==> config.mk <==
export PLATFORM = sky130hd
export DESIGN_NAME = csv_field_tokenizer
export DESIGN_NICKNAME = d
export VERILOG_FILES = /design/src/design/csvft_pkg.sv /design/src/design/csv_field_tokenizer.sv
export SDC_FILE = /design/constraint.sdc
export NUM_CORES = 1
export LEC_CHECK = 0
export ABC_AREA = 0
export BUFFER_PORTS_ARGS = -buffer_cell sky130_fd_sc_hd__buf_2
export CAP_MARGIN = 20
export CELL_PAD_IN_SITES_DETAIL_PLACEMENT = 0
export CELL_PAD_IN_SITES_GLOBAL_PLACEMENT = 2
export CORE_UTILIZATION = 23
export CTS_BUF_LIST = sky130_fd_sc_hd__clkbuf_2 sky130_fd_sc_hd__clkbuf_4 sky130_fd_sc_hd__clkbuf_8
export DETAILED_ROUTE_END_ITERATION = 7
export HOLD_SLACK_MARGIN = 0.02
export PLACE_DENSITY_LB_ADDON = 0.12
export SLEW_MARGIN = 25
export SYNTH_ARGS = -nofsm -noshare
export SYNTH_HDL_FRONTEND = slang
export SYNTH_SLANG_ARGS = --single-unit
==> constraint.sdc <==
create_clock -name clk -period 13.88 [get_ports clk]
set_clock_uncertainty 0.1 [all_clocks]
set_input_delay 0.694 -clock clk [delete_from_list [all_inputs] [get_ports clk]]
set_output_delay 0.694 -clock clk [all_outputs]
set_load 0.01 [all_outputs]
==> src/design/csvft_pkg.sv <==
// csv field tokenizer package: parser state codes, byte classes, result type and step table
package csvft_pkg;

  localparam int FNUM_W = 16;
  localparam int RNUM_W = 32;

  localparam logic [3:0] ST_LF     = 4'd0;
  localparam logic [3:0] ST_CR     = 4'd1;
  localparam logic [3:0] ST_CRLF   = 4'd2;
  localparam logic [3:0] ST_COMMA  = 4'd3;
  localparam logic [3:0] ST_PLAIN  = 4'd4;
  localparam logic [3:0] ST_QUOTED = 4'd5;
  localparam logic [3:0] ST_OPENQ  = 4'd6;
  localparam logic [3:0] ST_QINQ   = 4'd7;
  localparam logic [3:0] ST_ERR    = 4'd8;
  localparam logic [3:0] ST_FIN    = 4'd9;

  localparam logic [2:0] K_NUL   = 3'd0;
  localparam logic [2:0] K_COMMA = 3'd1;
  localparam logic [2:0] K_QUOTE = 3'd2;
  localparam logic [2:0] K_LF    = 3'd3;
  localparam logic [2:0] K_CR    = 3'd4;
  localparam logic [2:0] K_OTHER = 3'd5;

  localparam logic [7:0] CH_NUL   = 8'h00;
  localparam logic [7:0] CH_COMMA = 8'h2c;
  localparam logic [7:0] CH_QUOTE = 8'h22;
  localparam logic [7:0] CH_LF    = 8'h0a;
  localparam logic [7:0] CH_CR    = 8'h0d;

  localparam logic [1:0] STAT_OK  = 2'd0;
  localparam logic [1:0] STAT_ERR = 2'd1;
  localparam logic [1:0] STAT_FIN = 2'd2;

  typedef struct packed {
    logic              char_valid;
    logic [7:0]        char_out;
    logic              field_end;
    logic              record_end;
    logic [FNUM_W-1:0] field_number;
    logic [RNUM_W-1:0] record_number;
    logic [1:0]        status;
  } res_t;

  function automatic logic [2:0] byte_kind(input logic [7:0] c);
    logic [2:0] k;
    unique case (c)
      CH_NUL:   k = K_NUL;
      CH_COMMA: k = K_COMMA;
      CH_QUOTE: k = K_QUOTE;
      CH_LF:    k = K_LF;
      CH_CR:    k = K_CR;
      default:  k = K_OTHER;
    endcase
    return k;
  endfunction

  // s is one of the eight table states
  function automatic logic [3:0] next_state(input logic [3:0] s, input logic [2:0] k);
    logic [3:0] n;
    logic       qrow;
    qrow = (s == ST_QUOTED) || (s == ST_OPENQ);
    unique case (k)
      K_NUL:   n = ST_ERR;
      K_COMMA: n = qrow ? ST_QUOTED : ST_COMMA;
      K_QUOTE: begin
        case (s) inside
          ST_PLAIN:            n = ST_ERR;
          ST_QUOTED, ST_OPENQ: n = ST_QINQ;
          ST_QINQ:             n = ST_QUOTED;
          default:             n = ST_OPENQ;
        endcase
      end
      K_LF:    n = qrow ? ST_QUOTED : ((s == ST_CR) ? ST_CRLF : ST_LF);
      K_CR:    n = qrow ? ST_QUOTED : ST_CR;
      default: n = qrow ? ST_QUOTED : ((s == ST_QINQ) ? ST_ERR : ST_PLAIN);
    endcase
    return n;
  endfunction

endpackage

==> src/design/csv_field_tokenizer.sv <==
// csv field tokenizer top level: byte classing, parser state, counters and output skid stage
//
// input stream s_*: one word per byte; s_tdata[7:0] is data_byte and s_tuser[0] is action
// (0 data byte, 1 finish request). output stream m_*: exactly one result word per input word.
// m_tuser[0] is char_valid, m_tlast is record_end, and m_tdata carries the other fields.
// each accepted word is classed, the parser table is stepped and the field and record
// counters are updated in the same cycle; the result is registered in the output register,
// or in the skid register while the receiver stalls, before it appears on m_*. throughput is
// one word per cycle while the receiver takes results, set by the state and counter update loop.
// the output register is backed by a one-word skid register: when the receiver stalls,
// one more word is taken and held, then s_tready drops until m_tready frees a slot.
// results leave in acceptance order.
// rst (synchronous, active high) empties both output slots and returns the parser to the
// start-of-record state with field and record numbers at 1.
// parse errors are sticky until reset; a finish between fields reports status 2 and any
// item after that reports a parse error.
module csv_field_tokenizer
  import csvft_pkg::*;
#(
  parameter int FIELD_COUNT_BITS  = 16,
  parameter int RECORD_COUNT_BITS = 32
) (
  input  logic        clk,
  input  logic        rst,
  input  logic        s_tvalid,
  output logic        s_tready,
  input  logic [7:0]  s_tdata,  // data_byte[7:0]
  input  logic [0:0]  s_tuser,  // action[0]
  output logic        m_tvalid,
  input  logic        m_tready,
  output logic [63:0] m_tdata,  // char_out[7:0] field_end[8] field_number[24:9]
                                // record_number[56:25] status[58:57] zero[63:59]
  output logic [0:0]  m_tuser,  // char_valid[0]
  output logic        m_tlast
);

  logic [3:0]                   state;
  logic [3:0]                   state_next;
  logic [FIELD_COUNT_BITS-1:0]  field_count;
  logic [FIELD_COUNT_BITS-1:0]  field_count_next;
  logic [RECORD_COUNT_BITS-1:0] record_count;
  logic [RECORD_COUNT_BITS-1:0] record_count_next;

  res_t res_next;
  res_t out_res;
  res_t skid_res;
  logic out_valid;
  logic skid_valid;

  logic s_acc;
  logic m_acc;
  logic fc_over;
  logic rc_over;

  assign s_tready = !skid_valid;
  assign s_acc    = s_tvalid && s_tready;
  assign m_acc    = out_valid && m_tready;

  if (FIELD_COUNT_BITS > FNUM_W) begin : g_fc_sat
    assign fc_over = |field_count[FIELD_COUNT_BITS-1:FNUM_W];
  end else begin : g_fc_fit
    assign fc_over = 1'b0;
  end

  if (RECORD_COUNT_BITS > RNUM_W) begin : g_rc_sat
    assign rc_over = |record_count[RECORD_COUNT_BITS-1:RNUM_W];
  end else begin : g_rc_fit
    assign rc_over = 1'b0;
  end

  always_comb begin
    state_next        = state;
    field_count_next  = field_count;
    record_count_next = record_count;
    res_next          = '0;
    res_next.field_number  = fc_over ? {FNUM_W{1'b1}} : FNUM_W'(field_count);
    res_next.record_number = rc_over ? {RNUM_W{1'b1}} : RNUM_W'(record_count);
    if (state[3]) begin
      state_next = ST_ERR;
    end else if (s_tuser[0]) begin
      state_next = (state <= ST_COMMA) ? ST_FIN : ST_ERR;
    end else begin
      state_next = next_state(state, byte_kind(s_tdata));
      case (state_next) inside
        ST_PLAIN, ST_QUOTED: begin
          res_next.char_valid = 1'b1;
          res_next.char_out   = s_tdata;
        end
        ST_COMMA: begin
          res_next.field_end = 1'b1;
          if (!(&field_count)) begin
            field_count_next = field_count + 1'b1;
          end
        end
        ST_LF, ST_CR: begin
          res_next.field_end  = 1'b1;
          res_next.record_end = 1'b1;
          field_count_next    = FIELD_COUNT_BITS'(1);
          if (!(&record_count)) begin
            record_count_next = record_count + 1'b1;
          end
        end
        default: ;
      endcase
    end
    if (state_next == ST_ERR) begin
      res_next.status = STAT_ERR;
    end else if (state_next == ST_FIN) begin
      res_next.status = STAT_FIN;
    end else begin
      res_next.status = STAT_OK;
    end
  end

  always_ff @(posedge clk) begin
    if (rst) begin
      state        <= ST_LF;
      field_count  <= FIELD_COUNT_BITS'(1);
      record_count <= RECORD_COUNT_BITS'(1);
    end else if (s_acc) begin
      state        <= state_next;
      field_count  <= field_count_next;
      record_count <= record_count_next;
    end
  end

  always_ff @(posedge clk) begin
    if (rst) begin
      out_valid  <= 1'b0;
      skid_valid <= 1'b0;
    end else begin
      if (!out_valid || m_acc) begin
        out_valid  <= skid_valid || s_acc;
        skid_valid <= 1'b0;
      end else if (s_acc) begin
        skid_valid <= 1'b1;
      end
    end
  end

  always_ff @(posedge clk) begin
    if (!out_valid || m_acc) begin
      out_res <= skid_valid ? skid_res : res_next;
    end
    if (s_acc && out_valid && !m_acc) begin
      skid_res <= res_next;
    end
  end

  assign m_tvalid = out_valid;
  assign m_tuser  = out_res.char_valid;
  assign m_tlast  = out_res.record_end;
  assign m_tdata  = {5'b0, out_res.status, out_res.record_number, out_res.field_number,
                     out_res.field_end, out_res.char_out};

`ifndef SYNTHESIS
  a_err_sticky: assert property (@(posedge clk) disable iff (rst)
    state == ST_ERR |=> state == ST_ERR)
    else $error("parser left the error state");

  a_skid_behind_out: assert property (@(posedge clk) disable iff (rst)
    skid_valid |-> out_valid)
    else $error("skid word held while output slot empty");

  a_rec_end_closes_field: assert property (@(posedge clk) disable iff (rst)
    out_valid && out_res.record_end |-> out_res.field_end && !out_res.char_valid)
    else $error("record end without field end");

  a_field_reset: assert property (@(posedge clk) disable iff (rst)
    s_acc && (state_next == ST_LF || state_next == ST_CR) && !state[3] && !s_tuser[0]
    |=> field_count == FIELD_COUNT_BITS'(1))
    else $error("field count not restarted at record end");

  a_char_only_in_field: assert property (@(posedge clk) disable iff (rst)
    out_valid && out_res.char_valid |-> !out_res.field_end && out_res.status == STAT_OK)
    else $error("content byte with field end or bad status");
`endif

endmodule
# --- Yosys cells after proc, flatten, opt, wreduce, memory -nomap -nowiden ---
# Index checks and enable logic that the tools add are counted.
totals:
  ff_bits: 176
  out_inout_bits: 68
op_classes:
  n_addsub: 2
  reduce_logical: 22
  mux: 32
  n_bitwise: 5
  magnitude_cmp: 1
  n_eq_ne: 20
op_table:
  columns: ["cell", "count"]
  rows:
  - ["two-way mux 61 bit", 1]
  - ["two-way mux 16 bit", 3]
  - ["adder 32 x 1 -> 32 bit, second input constant", 1]
  - ["two-way mux 4 bit", 8]
  - ["AND reduction 32 bit", 1]
  - ["== test 4 x 3 -> 1 bit, second input constant", 6]
  - ["two-way mux 11 bit", 2]
  - ["case mux 4 bit (5 select lines)", 1]
  - ["adder 16 x 1 -> 16 bit, second input constant", 1]
  - ["== test 8 x 4 -> 1 bit, second input constant", 2]
  - ["== test 8 x 6 -> 1 bit, second input constant", 2]
  - ["AND reduction 16 bit", 1]
  - ["two-way mux 3 bit", 5]
  - ["case mux 3 bit (5 select lines)", 1]
  - ["two-way mux 9 bit", 1]
  - ["== test 4 x 1 -> 1 bit, second input constant", 2]
  - ["== test 4 bit, second input constant", 2]
  - ["logical NOT 8 bit", 1]
  - ["two-way mux 2 bit", 4]
  - ["OR reduction 2 bit", 4]
  - ["AND reduction 7 bit", 1]
  - ["== test 3 x 2 -> 1 bit, second input constant", 2]
  - ["two-way mux 1 bit", 6]
  - ["AND reduction 6 bit", 1]
  - ["other kinds (12)", 23]

# --- Depth between registers and ports, before layout ---
# Gate-level depths: netlist (run 1).
logic_depth:
  word_depth: 16
  ltp_mapped: 11

# --- Worst setup path after synthesis (run 1) ---
# No wires, ideal clock.
synth_path:
  path_kind: "input to register"
  startpoint: "in m_tready"
  endpoint: "reg skid_res[0] in the netlist's numbering (enable)"
  arrival_time_ns: 4.929
  setup_ns: 0.480
  required_ns: 13.300
  stages: 2
  setup_slack_ns: 8.370
  cell_sequence: "nand2b_1 nor2_1"
synth_between:
  elab_chain_len: 3
synth_lines:
  columns: ["item", "line_no", "rtl"]
  rows:
  - ["start: declaration", "csv_field_tokenizer.sv:30", "input logic m_tready,"]
  - ["logical AND 1 bit", "csv_field_tokenizer.sv:57", "assign m_acc = out_valid && m_tready;"]
  - ["logical NOT 1 bit", "csv_field_tokenizer.sv:145", "if (s_acc && out_valid && !m_acc) begin"]
  - ["logical AND 1 bit", "csv_field_tokenizer.sv:145", null]
  - ["end signal: assignment", "csv_field_tokenizer.sv:146", "skid_res <= res_next;"]
  - ["end: declaration", "csv_field_tokenizer.sv:46", "res_t skid_res;"]
# No other way between the ends.
# A chain may end at the register's enable or synchronous reset.

# --- Worst setup path after layout (run 1) ---
layout_path:
  startpoint: "reg skid_valid"
  endpoint: "reg record_count[27]"
layout_between:
  elab_chain_len: 3
layout_lines:
  columns: ["item", "line_no", "rtl"]
  rows:
  - ["start: declaration", "csv_field_tokenizer.sv:48", "logic skid_valid;"]
  - ["start signal: assignment", "csv_field_tokenizer.sv:130", "skid_valid <= 1'b0;"]
  - ["start signal: assignment", "csv_field_tokenizer.sv:134", "skid_valid <= 1'b0;"]
  - ["start signal: assignment", "csv_field_tokenizer.sv:136", "skid_valid <= 1'b1;"]
  - ["logical NOT 1 bit", "csv_field_tokenizer.sv:55", "assign s_tready = !skid_valid;"]
  - ["logical AND 1 bit", "csv_field_tokenizer.sv:56", "assign s_acc = s_tvalid && s_tready;"]
  - ["AND reduction 7 bit (no source line)", null, null]
  - ["end signal: assignment", "csv_field_tokenizer.sv:123", "record_count <= record_count_next;"]
  - ["end: declaration", "csv_field_tokenizer.sv:41", "logic [RECORD_COUNT_BITS-1:0] record_count;"]
# No other way between the ends.

==> out/qor.csv, run 1 <==
stage,metric,value,unit
yosys,synth_edf_count,122,
setup_path,startpoint,skid_valid,
clocking,clk_latency,0.44,ns
worst_hold_path,holdCritStartpoint,record_count[30],
worst_hold_path,min_delay_path_depth,0,
place,place_area,8397,um2
clocking,cts_tree,built,
routing,num_vias,5122,
worst_hold_path,min_to,skid_res[32],
setup_path,crit_chain,"inv_1, nand2_1, or2_0, nor2_2, nand4_2, or4_1, a21oi_1",
clocking,holdBufCountCts,0,
yosys,synth_cell_types,63,
sta,period_minus_slack,3.583,ns
yosys,synth_top_cells_by_area,"edfxtp_1, dfxtp_1, mux2_2",
pwr,leakagePower,3.006,nW
yosys,synth_top_family_by_area,simple AND/OR/NAND/NOR gates,
clocking,cts_resized,0,
sta,max_slew_margin,0.3662,
place,numPortBuffers,75,
routing,drcViolationCount,0,
yosys,synth_cells,622,
setup_path,r2r-end,record_count[27],
routing,wl_per_cell,15.84,um
yosys,synth-compound-area-share,0.09016,
clocking,clockBufferDepth,2,
place,dpl_worst_slack,10.19,ns
sta,fin_ws,10.30,ns
grt,grt_util_all_layers,0.1116,
floorplan,ios,81,
layout,fin_nets,704,
layout,area_delta_synth_final,15.71,%
setup_path,worstSetupPathType,reg -> reg,
yosys,synth_top_area_frac,0.4826,
sta,finalSetupTns,0,ns
yosys,syn_area,7591,um2
yosys,synth.largest_area_cell,edfxtp_1,
floorplan,fp-row-count,66,
routing,vias_per_cell,4.477,
floorplan,start_util,0.2333,
layout,drive_above_1_share,0.2621,
yosys,ys.flop_type,edfxtp_1,
sta,max_clock_freq,279.1,MHz
setup_path,critPathSlowestCell,or4_1,
clocking,cts_buffers,17,
yosys,synth_xor_area_frac,0.004615,
yosys,synthArstFlopShare,0,
grt,grt_overflow_total,0,
setup_path,r2r_start,skid_valid,
place,hpwl,11.26,mm
run_status,outcome,finished clean,
clocking,ctsRootBufferMaster,clkbuf_8,
floorplan,die_x,183.7,um
sta,rsz0062_at_grt,no,
setup_path,r2r_setup_slack,10.30,ns
setup_path,crit_required,14.14,ns
yosys,ys_ff_latch,176,
sta,setup_viol,0,
grt,grt_pass1_wl,29.08,mm
pwr,irDropWorstVdd,49.85,uV
clocking,htree_levels,4,
routing,first_pass_iters,4,
setup_path,arrival,3.85,ns
layout,fillers,3470,
worst_hold_path,min_path_type,reg -> reg,
pwr,p_per_area,113.6,nW/um2
grt,grt_max_degree,65,
grt,grt_pass1_vias,5292,
place,gp_congestion,0.7478,
routing,routed_wl,18.12,mm
yosys,yosys.area_share.simple,0.1706,
sta,report.final.hold_viol_count,0,
yosys,yosysSeqAreaShare,0.6250,
layout,antennaDiodeCount,0,
yosys,ys.warnings.count,0,
setup_path,cp_max_fo,29,
yosys,synthMuxAreaShare,0.07566,
setup_path,worstRegToRegCells,7,
clocking,cts.sinks,176,
routing,ant_nets,0,
clocking,post-cts-setup-buffers,0,
floorplan,die_y,183.7,um
run,max-cap-violations,0,
setup_path,cpPeakStageDelay,0.69,ns
sta,worst_pin_slew,0.9506,ns
floorplan,core,32540,um2
layout,postLayoutCellArea,8783,um2
yosys,avgSynthCellArea,12.20,um2
yosys,synthAdderAreaFrac,0.003297,
setup_path,endpoint_kind,flip-flop,
clocking,path_clk_slew,0.10,ns
floorplan,die_area,33730,um2
sta,period_share,0.2582,
routing,drt-initial-drc-count,274,
setup_path,cp-start-kind,flip-flop,
sta,slew_violations,0,
grt,grt_antenna_before_repair,0,
logic make-up after synthesis:
group | after synthesis
xor gates and xnor gates | 4
AOI/OAI and AO/OA | 118
other | 1
muxes | 51
adders and majority gates | 2
buffers and inverters | 46
and+or+nand+nor | 224
DFF | 176
area by class of cell:
class | count | area, um2 | area share
multi-input cells | 404 | 2648 | 0.3014
clock buffers | 18 | 241.5 | 0.02749
well taps | 442 | 553.0 | 0.06296
inverters | 10 | 37.54 | 0.004274
flip-flops and latches | 176 | 4746 | 0.5403
repair buffers | 80 | 412.9 | 0.04701
clock inverters | 14 | 145.1 | 0.01652
cell usage after synthesis (2+ instances only):
| library cell | count |
|---|---|
| edfxtp_1 | 122 |
| dfxtp_1 | 54 |
| mux2_2 | 51 |
| nand2_1 | 48 |
| a21oi_1 | 45 |
| o21ai_0 | 39 |
| or3_1 | 26 |
| nand3_1 | 23 |
| nor2_1 | 22 |
| clkbuf_1 | 17 |
| nand4_1 | 15 |
| and2_1 | 14 |
| and3_1 | 11 |
| nor3_1 | 11 |
| inv_1 | 10 |
| o31ai_1 | 10 |
| and4_1 | 9 |
| buf_2 | 8 |
| or2_2 | 7 |
| buf_4 | 6 |
| nor2b_1 | 6 |
| a31oi_1 | 5 |
| nor4_1 | 5 |
| nand2b_1 | 4 |
| or4_1 | 4 |
| buf_6 | 3 |
| nand4_2 | 3 |
| a211o_1 | 2 |
| a211oi_1 | 2 |
| and3b_1 | 2 |
| ha_1 | 2 |
| nor3_4 | 2 |
| or2_0 | 2 |
| xnor2_1 | 2 |
| xor2_1 | 2 |
sequential cells by signal, summed over array words and instances, names as in the netlist:
register      count
record_count     32
m_tdata          59
skid_valid        1
skid_res         61
m_tuser           1
m_tvalid          1
state             4
field_count      16
m_tlast           1
report_power, final:
group / switching, mW / total, mW / leakage, nW / internal (mW)
registers: 0.00537 / 0.582 / 1.62 / 0.576
logic: 0.0348 / 0.0540 / 1.19 / 0.0192
clock network: 0.211 / 0.362 / 0.189 / 0.151
total: 0.251 / 0.998 / 3.01 / 0.747
worst max-delay path by stage:
stage                             to  slack [ns]
floorplan                skid_res[0]        8.37
global placement    record_count[19]       10.29
detailed placement  record_count[19]       10.19
CTS                 record_count[27]       10.28
global route        record_count[27]        10.0
finish              record_count[27]       10.30
per-stage QoR:
step	hold slack, ns	utilization	power (mW)	std cells
4_1_cts	0.4146	0.2700	1.021	1144
2_1_floorplan	0.3442	-	0.6276	626
6_report	0.4055	0.2700	0.9979	1144
3_3_place_gp	0.3697	0.2581	0.6488	1112
5_1_grt	0.4256	0.2700	1.046	1144
3_5_place_dp	0.3822	0.2581	0.6492	1112
cells in the final DEF (no fill, tap or decap), drive strengths merged, types with 9 or more instances in the layout:
cell / instances
a21oi: 45
nand3: 23
nand4: 18
clkbuf: 18
or3: 26
buf: 80
nor3: 14
and2: 14
edfxtp: 122
dfxtp: 54
mux2: 51
nor2: 23
or2: 10
o21ai: 41
nand2: 48
and3: 11
inv: 18
and4: 9
o31ai: 10
layer usage:
| metal | share of wire | track usage | routed length [um] | up-vias |
|---|---|---|---|---|
| met4 | 0.0084 | 0.03367 | 153 | 0 |
| met5 | 0 | 0 | 0 | - |
| li1 | - | - | - | 2472 |
| met1 | 0.46 | 0.1386 | 8343 | 2548 |
| met3 | 0.037 | 0.02555 | 676 | 8 |
| met2 | 0.49 | 0.1914 | 8943 | 94 |
worst max-delay path, delay by kind of cell, from the launching register on:
family	cells	cell delay [ns]
AO/OA/AOI/OAI	1	0.17
flip-flops	1	0.33
buffers and inverters	1	0.38
AND/OR/NAND/NOR	5	2.53
Note: power is estimated with default switching activity, not from simulation.
==> inputs of run 2 (changes only) <==
clock period = 3.22 ns   (was 13.88 ns; I/O delays follow)
==> out/qor.csv, run 2 (synthesis results as in run 1) <==
stage,metric,value,unit,change
run_status,outcome,finished clean,,
setup_path,startpoint,s_tdata[0],,
grt,grt_antenna_before_repair,0,,unchanged
sta,report.final.hold_viol_count,0,,unchanged
routing,first_pass_iters,7,,+3
layout,drive_above_1_share,0.2674,,+0.005301
layout,mostFrequentLayoutCells,"edfxtp_1, buf_2, dfxtp_1",,
routing,drt-initial-drc-count,206,,-25%
worst_hold_path,min_path_type,in -> reg,,
sta,max_slew_margin,0.4276,,+0.06137
setup_path,crit_required,3.49,ns,-10.65 ns
setup_path,endpoint_kind,flip-flop,,
pwr,irDropWorstVdd,220.7,uV,+340%
layout,fin_nets,720,,+2.3%
setup_path,worst-path-stages,10,,+3
layout,ff_latch_area,4746,um2,unchanged
clocking,path_clk_slew,0.10,ns,about the same
setup_path,r2r-end,record_count[13],,
clocking,post-cts-setup-buffers,0,,unchanged
setup_path,arrival,3.08,ns,-0.77 ns
grt,grt_pass1_wl,29.41,mm,+1.1%
layout,postLayoutCellArea,8976,um2,+2.2%
clocking,clockBufferDepth,2,,unchanged
sta,holdWs,0.06618,ns,-0.3394 ns
floorplan,ios,81,,unchanged
place,hpwl,11.64,mm,+3.4%
setup_path,cp_max_fo,13,,-55%
clocking,cts_buffers,17,,unchanged
sta,setup_viol,0,,unchanged
grt,grt_util_all_layers,0.1135,,+0.001937
setup_path,cp-endpoint,record_count[13],,
routing,routed_wl,18.45,mm,+1.9%
floorplan,die_x,183.7,um,unchanged
layout,antennaDiodeCount,0,,unchanged
routing,num_vias,5090,,-0.62%
setup_path,critPathSlowestCell,dlygate4sd3_1,,
setup_path,r2r_setup_slack,0.41,ns,-9.88 ns
pwr,p_per_area,495.9,nW/um2,+340%
floorplan,core,32540,um2,unchanged
setup_path,worstRegToRegCells,8,,+1
clocking,ctsRootBufferMaster,clkbuf_8,,
clocking,htree_levels,4,,unchanged
setup_path,crit_family,simple AND/OR/NAND/NOR gates,,
sta,finalSetupTns,0,ns,unchanged
setup_path,cp-start-kind,input pin,,
place,place_area,8462,um2,+0.77%
floorplan,start_util,0.2333,,unchanged
routing,ant_nets,0,,unchanged
clocking,clk_latency,0.45,ns,about the same
layout,largest_reg_flops,61,,unchanged
grt,grt_max_degree,64,,-1.5%
grt,grt_pass1_vias,5092,,-3.8%
floorplan,die_y,183.7,um,unchanged
routing,drcViolationCount,0,,unchanged
layout,postLayoutCoreUtil,0.2759,,+0.005923
layout,area_delta_synth_final,18.25,%,
layout,multi_input_area,2648,um2,unchanged
clocking,cts_tree,built,,
sta,max_clock_freq,356.1,MHz,
floorplan,die_area,33730,um2,unchanged
sta,period_minus_slack,2.808,ns,
sta,worst_pin_slew,0.8586,ns,-0.09205 ns
layout,top_register,skid_res,,
pwr,leakagePower,3.102,nW,+3.2%
sta,slew_violations,0,,unchanged
clocking,cts.sinks,176,,unchanged
routing,vias_per_cell,4.388,,-2.0%
place,gp_congestion,0.7196,,-3.8%
routing,wl_per_cell,15.91,um,+0.46%
setup_path,cpPeakStageDelay,0.53,ns,-0.16 ns
floorplan,fp-row-count,66,,unchanged
sta,period_share,0.8720,,
setup_path,crit_buf_inv,3,,+2
setup_path,worstSetupPathType,in -> reg,,
place,numPortBuffers,75,,unchanged
pwr,p_total,4.451,mW,+350%
run,max-cap-violations,0,,unchanged
setup_path,r2r_start,state[0],,
grt,grt_overflow_total,0,,unchanged
sta,rsz0062_at_grt,no,,
layout,layout_commonest_cell,edfxtp_1,,
layout,fillers,3432,,-1.1%
setup_path,crit_chain,"dlygate4sd3_1, buf_2, or2_2, a211oi_2, o21a_1, and3_1, nand4_2, buf_4, or3_1, a21oi_1",,
run 2: metal layers:
metal	part of all wire	track usage
met2	0.49	0.1897
met5	0	0
met1	0.47	0.1476
met3	0.030	0.02456
met4	0.0087	0.03000
run 2: worst min-delay path by stage:
stage	endpoint	from	cells after the start	slack (ns)
2_1_floorplan	skid_valid	s_tvalid	2	0.24
3_3_place_gp	skid_res[32]	record_count[30]	0	0.35
3_5_place_dp	skid_res[32]	record_count[30]	0	0.37
4_1_cts	record_count[0]	rst	3	0.04
5_1_grt	state[0]	s_tuser	3	0.07
6_report	state[0]	s_tuser	3	0.07
run 2: what timing repair did:
| action | CTS | global route |
|---|---|---|
| hold endpoints to repair | 11 | 1 |
| gates resized for setup | 0 | 0 |
| hold buffers | 8 | 1 |
run 2: through the flow:
step	instances	setup WS, ns
CTS	1159	0.3996
global placement	1119	0.3789
detailed placement	1119	0.4375
global route	1160	0.2348
floorplan	626	0.4957
finish	1160	0.4121
run 2: worst reg2reg max path, cell delays in order (launching register included):
cell	delay (ns)
dfxtp_1	0.41
or4b_4	0.56
o21ai_2	0.07
a211o_1	0.10
and3_1	0.42
nand4_2	0.28
buf_4	0.28
or3_1	0.36
a21oi_1	0.15
run 2: final cells by class:
type / count / share of cell area
Sequential cell: 176 / 0.5287
Tap cell: 442 / 0.06161
Multi-Input combinational cell: 404 / 0.2950
Inverter: 10 / 0.004182
Clock buffer: 19 / 0.02774
Timing Repair Buffer: 96 / 0.06328
Clock inverter: 13 / 0.01951
run 2: report_power, final:
group          total (mW)  switching (mW)  internal (mW)
Combinational       0.246           0.152         0.0934
Clock                1.70           0.893          0.806
Sequential           2.51          0.0223           2.48
==> inputs of run 3 (changes only) <==
clock period = 2.3 ns   (was 3.22 ns; I/O delays follow)
==> out/qor.csv, run 3 (synthesis results as in run 1) <==
stage,metric,value,unit,change
worst_hold_path,min_to,skid_res[53],,
sta,holdWs,0.1780,ns,+0.1118 ns
place,numPortBuffers,75,,unchanged
sta,max_clock_freq,413.8,MHz,
pwr,irDropWorstVdd,317.1,uV,+44%
sta,period_minus_slack,2.417,ns,
clocking,clockBufferDepth,2,,unchanged
layout,largest_reg_flops,61,,unchanged
worst_hold_path,min_delay_path_depth,4,,+1
sta,slew_violations,0,,unchanged
layout,top_register,skid_res,,
setup_path,r2r-end,m_tdata[0],,
grt,grt_overflow_total,0,,unchanged
place,placed_cells,1202,,+7.4%
sta,period_share,1.051,,
grt,grt_antenna_before_repair,0,,unchanged
setup_path,cpPeakStageDelay,0.55,ns,+0.02 ns
setup_path,crit_required,2.43,ns,-1.06 ns
setup_path,r2r_setup_slack,-0.12,ns,-0.53 ns
clocking,ctsRootBufferMaster,clkbuf_8,,
setup_path,crit_chain,"or4b_4, o21ai_2, a211o_1, and3_4, buf_4, nor4_4, buf_6, and2_1, mux2_2",,
clocking,clk_latency,0.47,ns,+0.02 ns
grt,grt_pass1_vias,5848,,+15%
grt,grt_busiest_layer,met2,,
grt,grt_util_all_layers,0.1259,,+0.01238
layout,fillers,3402,,-0.87%
floorplan,die_x,183.7,um,unchanged
floorplan,die_area,33730,um2,unchanged
run_status,outcome,"complete, but fails checks",,
routing,routed_wl,20.32,mm,+10%
pwr,p_per_area,628.5,nW/um2,+27%
layout,mostFrequentLayoutCells,"edfxtp_1, buf_4, buf_2",,
setup_path,worstSetupPathType,reg -> reg,,
routing,num_vias,5598,,+10%
layout,area_delta_synth_final,32.90,%,
floorplan,core,32540,um2,unchanged
place,hpwl,12.60,mm,+8.2%
setup_path,cp_max_fo,10,,-3
layout,multi_input_area,2868,um2,+8.3%
setup_path,crit_buf_inv,2,,-1
sta,report.final.hold_viol_count,0,,unchanged
routing,drcViolationCount,0,,unchanged
layout,drive_above_1_share,0.4007,,+0.1333
routing,ant_nets,0,,unchanged
sta,worst_pin_slew,0.8476,ns,-0.01095 ns
sta,fin_ws,-0.1167,ns,-0.5289 ns
grt,grt_util_met2,0.2203,,+0.03061
sta,setup_viol,28,,+28
layout,fin_cells,1258,,+8.4%
setup_path,cp-start-kind,flip-flop,,
grt,groute.layer.met3.usage,0.02080,,-0.003764
run_status,failed_checks,setup timing,,
run,max-cap-violations,0,,unchanged
setup_path,crit_family,simple AND/OR/NAND/NOR gates,,
setup_path,arrival,2.54,ns,-0.54 ns
setup_path,critPathSlowestCell,or4b_4,,
worst_hold_path,min_path_type,in -> reg,,
layout,ff_latch_area,4755,um2,+0.18%
setup_path,endpoint_kind,flip-flop,,
grt,grt_max_degree,64,,unchanged
place,place_area,9135,um2,+8.0%
pwr,leakagePower,3.703,nW,+19%
floorplan,die_y,183.7,um,unchanged
floorplan,start_util,0.2333,,unchanged
grt,grt_pass1_wl,32.52,mm,+11%
setup_path,startpoint,state[1],,
layout,fin_nets,818,,+14%
sta,rsz0062_at_grt,yes,,
clocking,cts.sinks,176,,unchanged
setup_path,worstRegToRegCells,9,,+1
grt,grt_use_met1,0.1562,,+0.008601
worst_hold_path,holdCritStartpoint,m_tready,,
place,gp_congestion,0.7932,,+10%
setup_path,r2r_start,state[1],,
layout,antennaDiodeCount,0,,unchanged
routing,wl_per_cell,16.15,um,+1.5%
clocking,htree_levels,4,,unchanged
clocking,cts_buffers,17,,unchanged
clocking,path_clk_slew,0.10,ns,about the same
clocking,cts_tree,built,,
routing,first_pass_iters,4,,-3
sta,max_slew_margin,0.4349,,+0.007299
routing,drt-initial-drc-count,212,,+2.9%
layout,layout_commonest_cell,edfxtp_1,,
layout,postLayoutCellArea,10090,um2,+12%
routing,vias_per_cell,4.450,,+1.4%
layout,postLayoutCoreUtil,0.3101,,+0.03419
floorplan,fp-row-count,66,,unchanged
floorplan,ios,81,,unchanged
place,dpl_worst_slack,-0.3339,ns,-0.7714 ns
-- run 3: cell types whose count changed in the layout (fill, tap and decap cells not counted), moves of 4 or more --
cell and delta:
dfxtp_2 +4, o21ai_0 -9, a21oi_1 -10, buf_12 +4, buf_4 +77, dfxtp_1 -5, and4_1 -4, a21oi_2 +9
buf_6 +9, o21ai_1 +8
-- run 3: worst register-to-register path, stage by stage, from the launching register on --
cell	delay [ns]
dfxtp_2	0.35
or4b_4	0.55
o21ai_2	0.07
a211o_1	0.11
and3_4	0.24
buf_4	0.14
nor4_4	0.03
buf_6	0.15
and2_1	0.17
mux2_2	0.26
-- run 3: layer usage --
layer | share of wire | vias to the layer above
met5 | 0 | -
met4 | 0.016 | 0
met3 | 0.024 | 18
met2 | 0.51 | 92
met1 | 0.45 | 2789
li1 | - | 2699
-- run 3: power breakdown --
part	leakage [nW]	switching [mW]	internal, mW	total (mW)
Combinational	1.86	0.242	0.190	0.432
Clock	0.215	1.28	1.13	2.40
Sequential	1.63	0.0300	3.48	3.51
Total	3.70	1.55	4.79	6.34
-- run 3: cell type report --
class,instances,share of cell area
Clock buffer,18,0.02456
Inverter,10,0.003721
Multi-Input combinational cell,405,0.2843
Clock inverter,14,0.01761
Sequential cell,176,0.4713
Tap cell,442,0.05482
Timing Repair Buffer,193,0.1437
-- run 3: worst max path at each step --
stage,to,slack [ns],cells past startpoint
CTS,record_count[16],-0.09,9
detailed placement,record_count[5],-0.33,8
floorplan,record_count[19],-0.04,10
global route,m_tdata[0],-0.19,9
finish,m_tdata[0],-0.12,9
global placement,field_count[0],-0.25,7
-- run 3: per-stage QoR --
| stage | power [mW] | setup TNS (ns) |
|---|---|---|
| after floorplan | 3.786 | -0.08431 |
| after global placement | 3.974 | -6.898 |
| after detailed placement | 3.977 | -9.122 |
| after CTS | 6.439 | -1.667 |
| after global routing | 6.617 | -4.426 |
| final | 6.341 | -1.459 |
-- run 3: timing repair --
action / CTS / global route
pin swaps: 39 / 6
hold buffers: 11 / 0
buffers inserted: 8 / 2
resized for setup: 42 / 33
gates cloned: 6 / 0
endpoints found under the setup margin: 65 / 64
endpoints found under the hold margin: 20 / 0
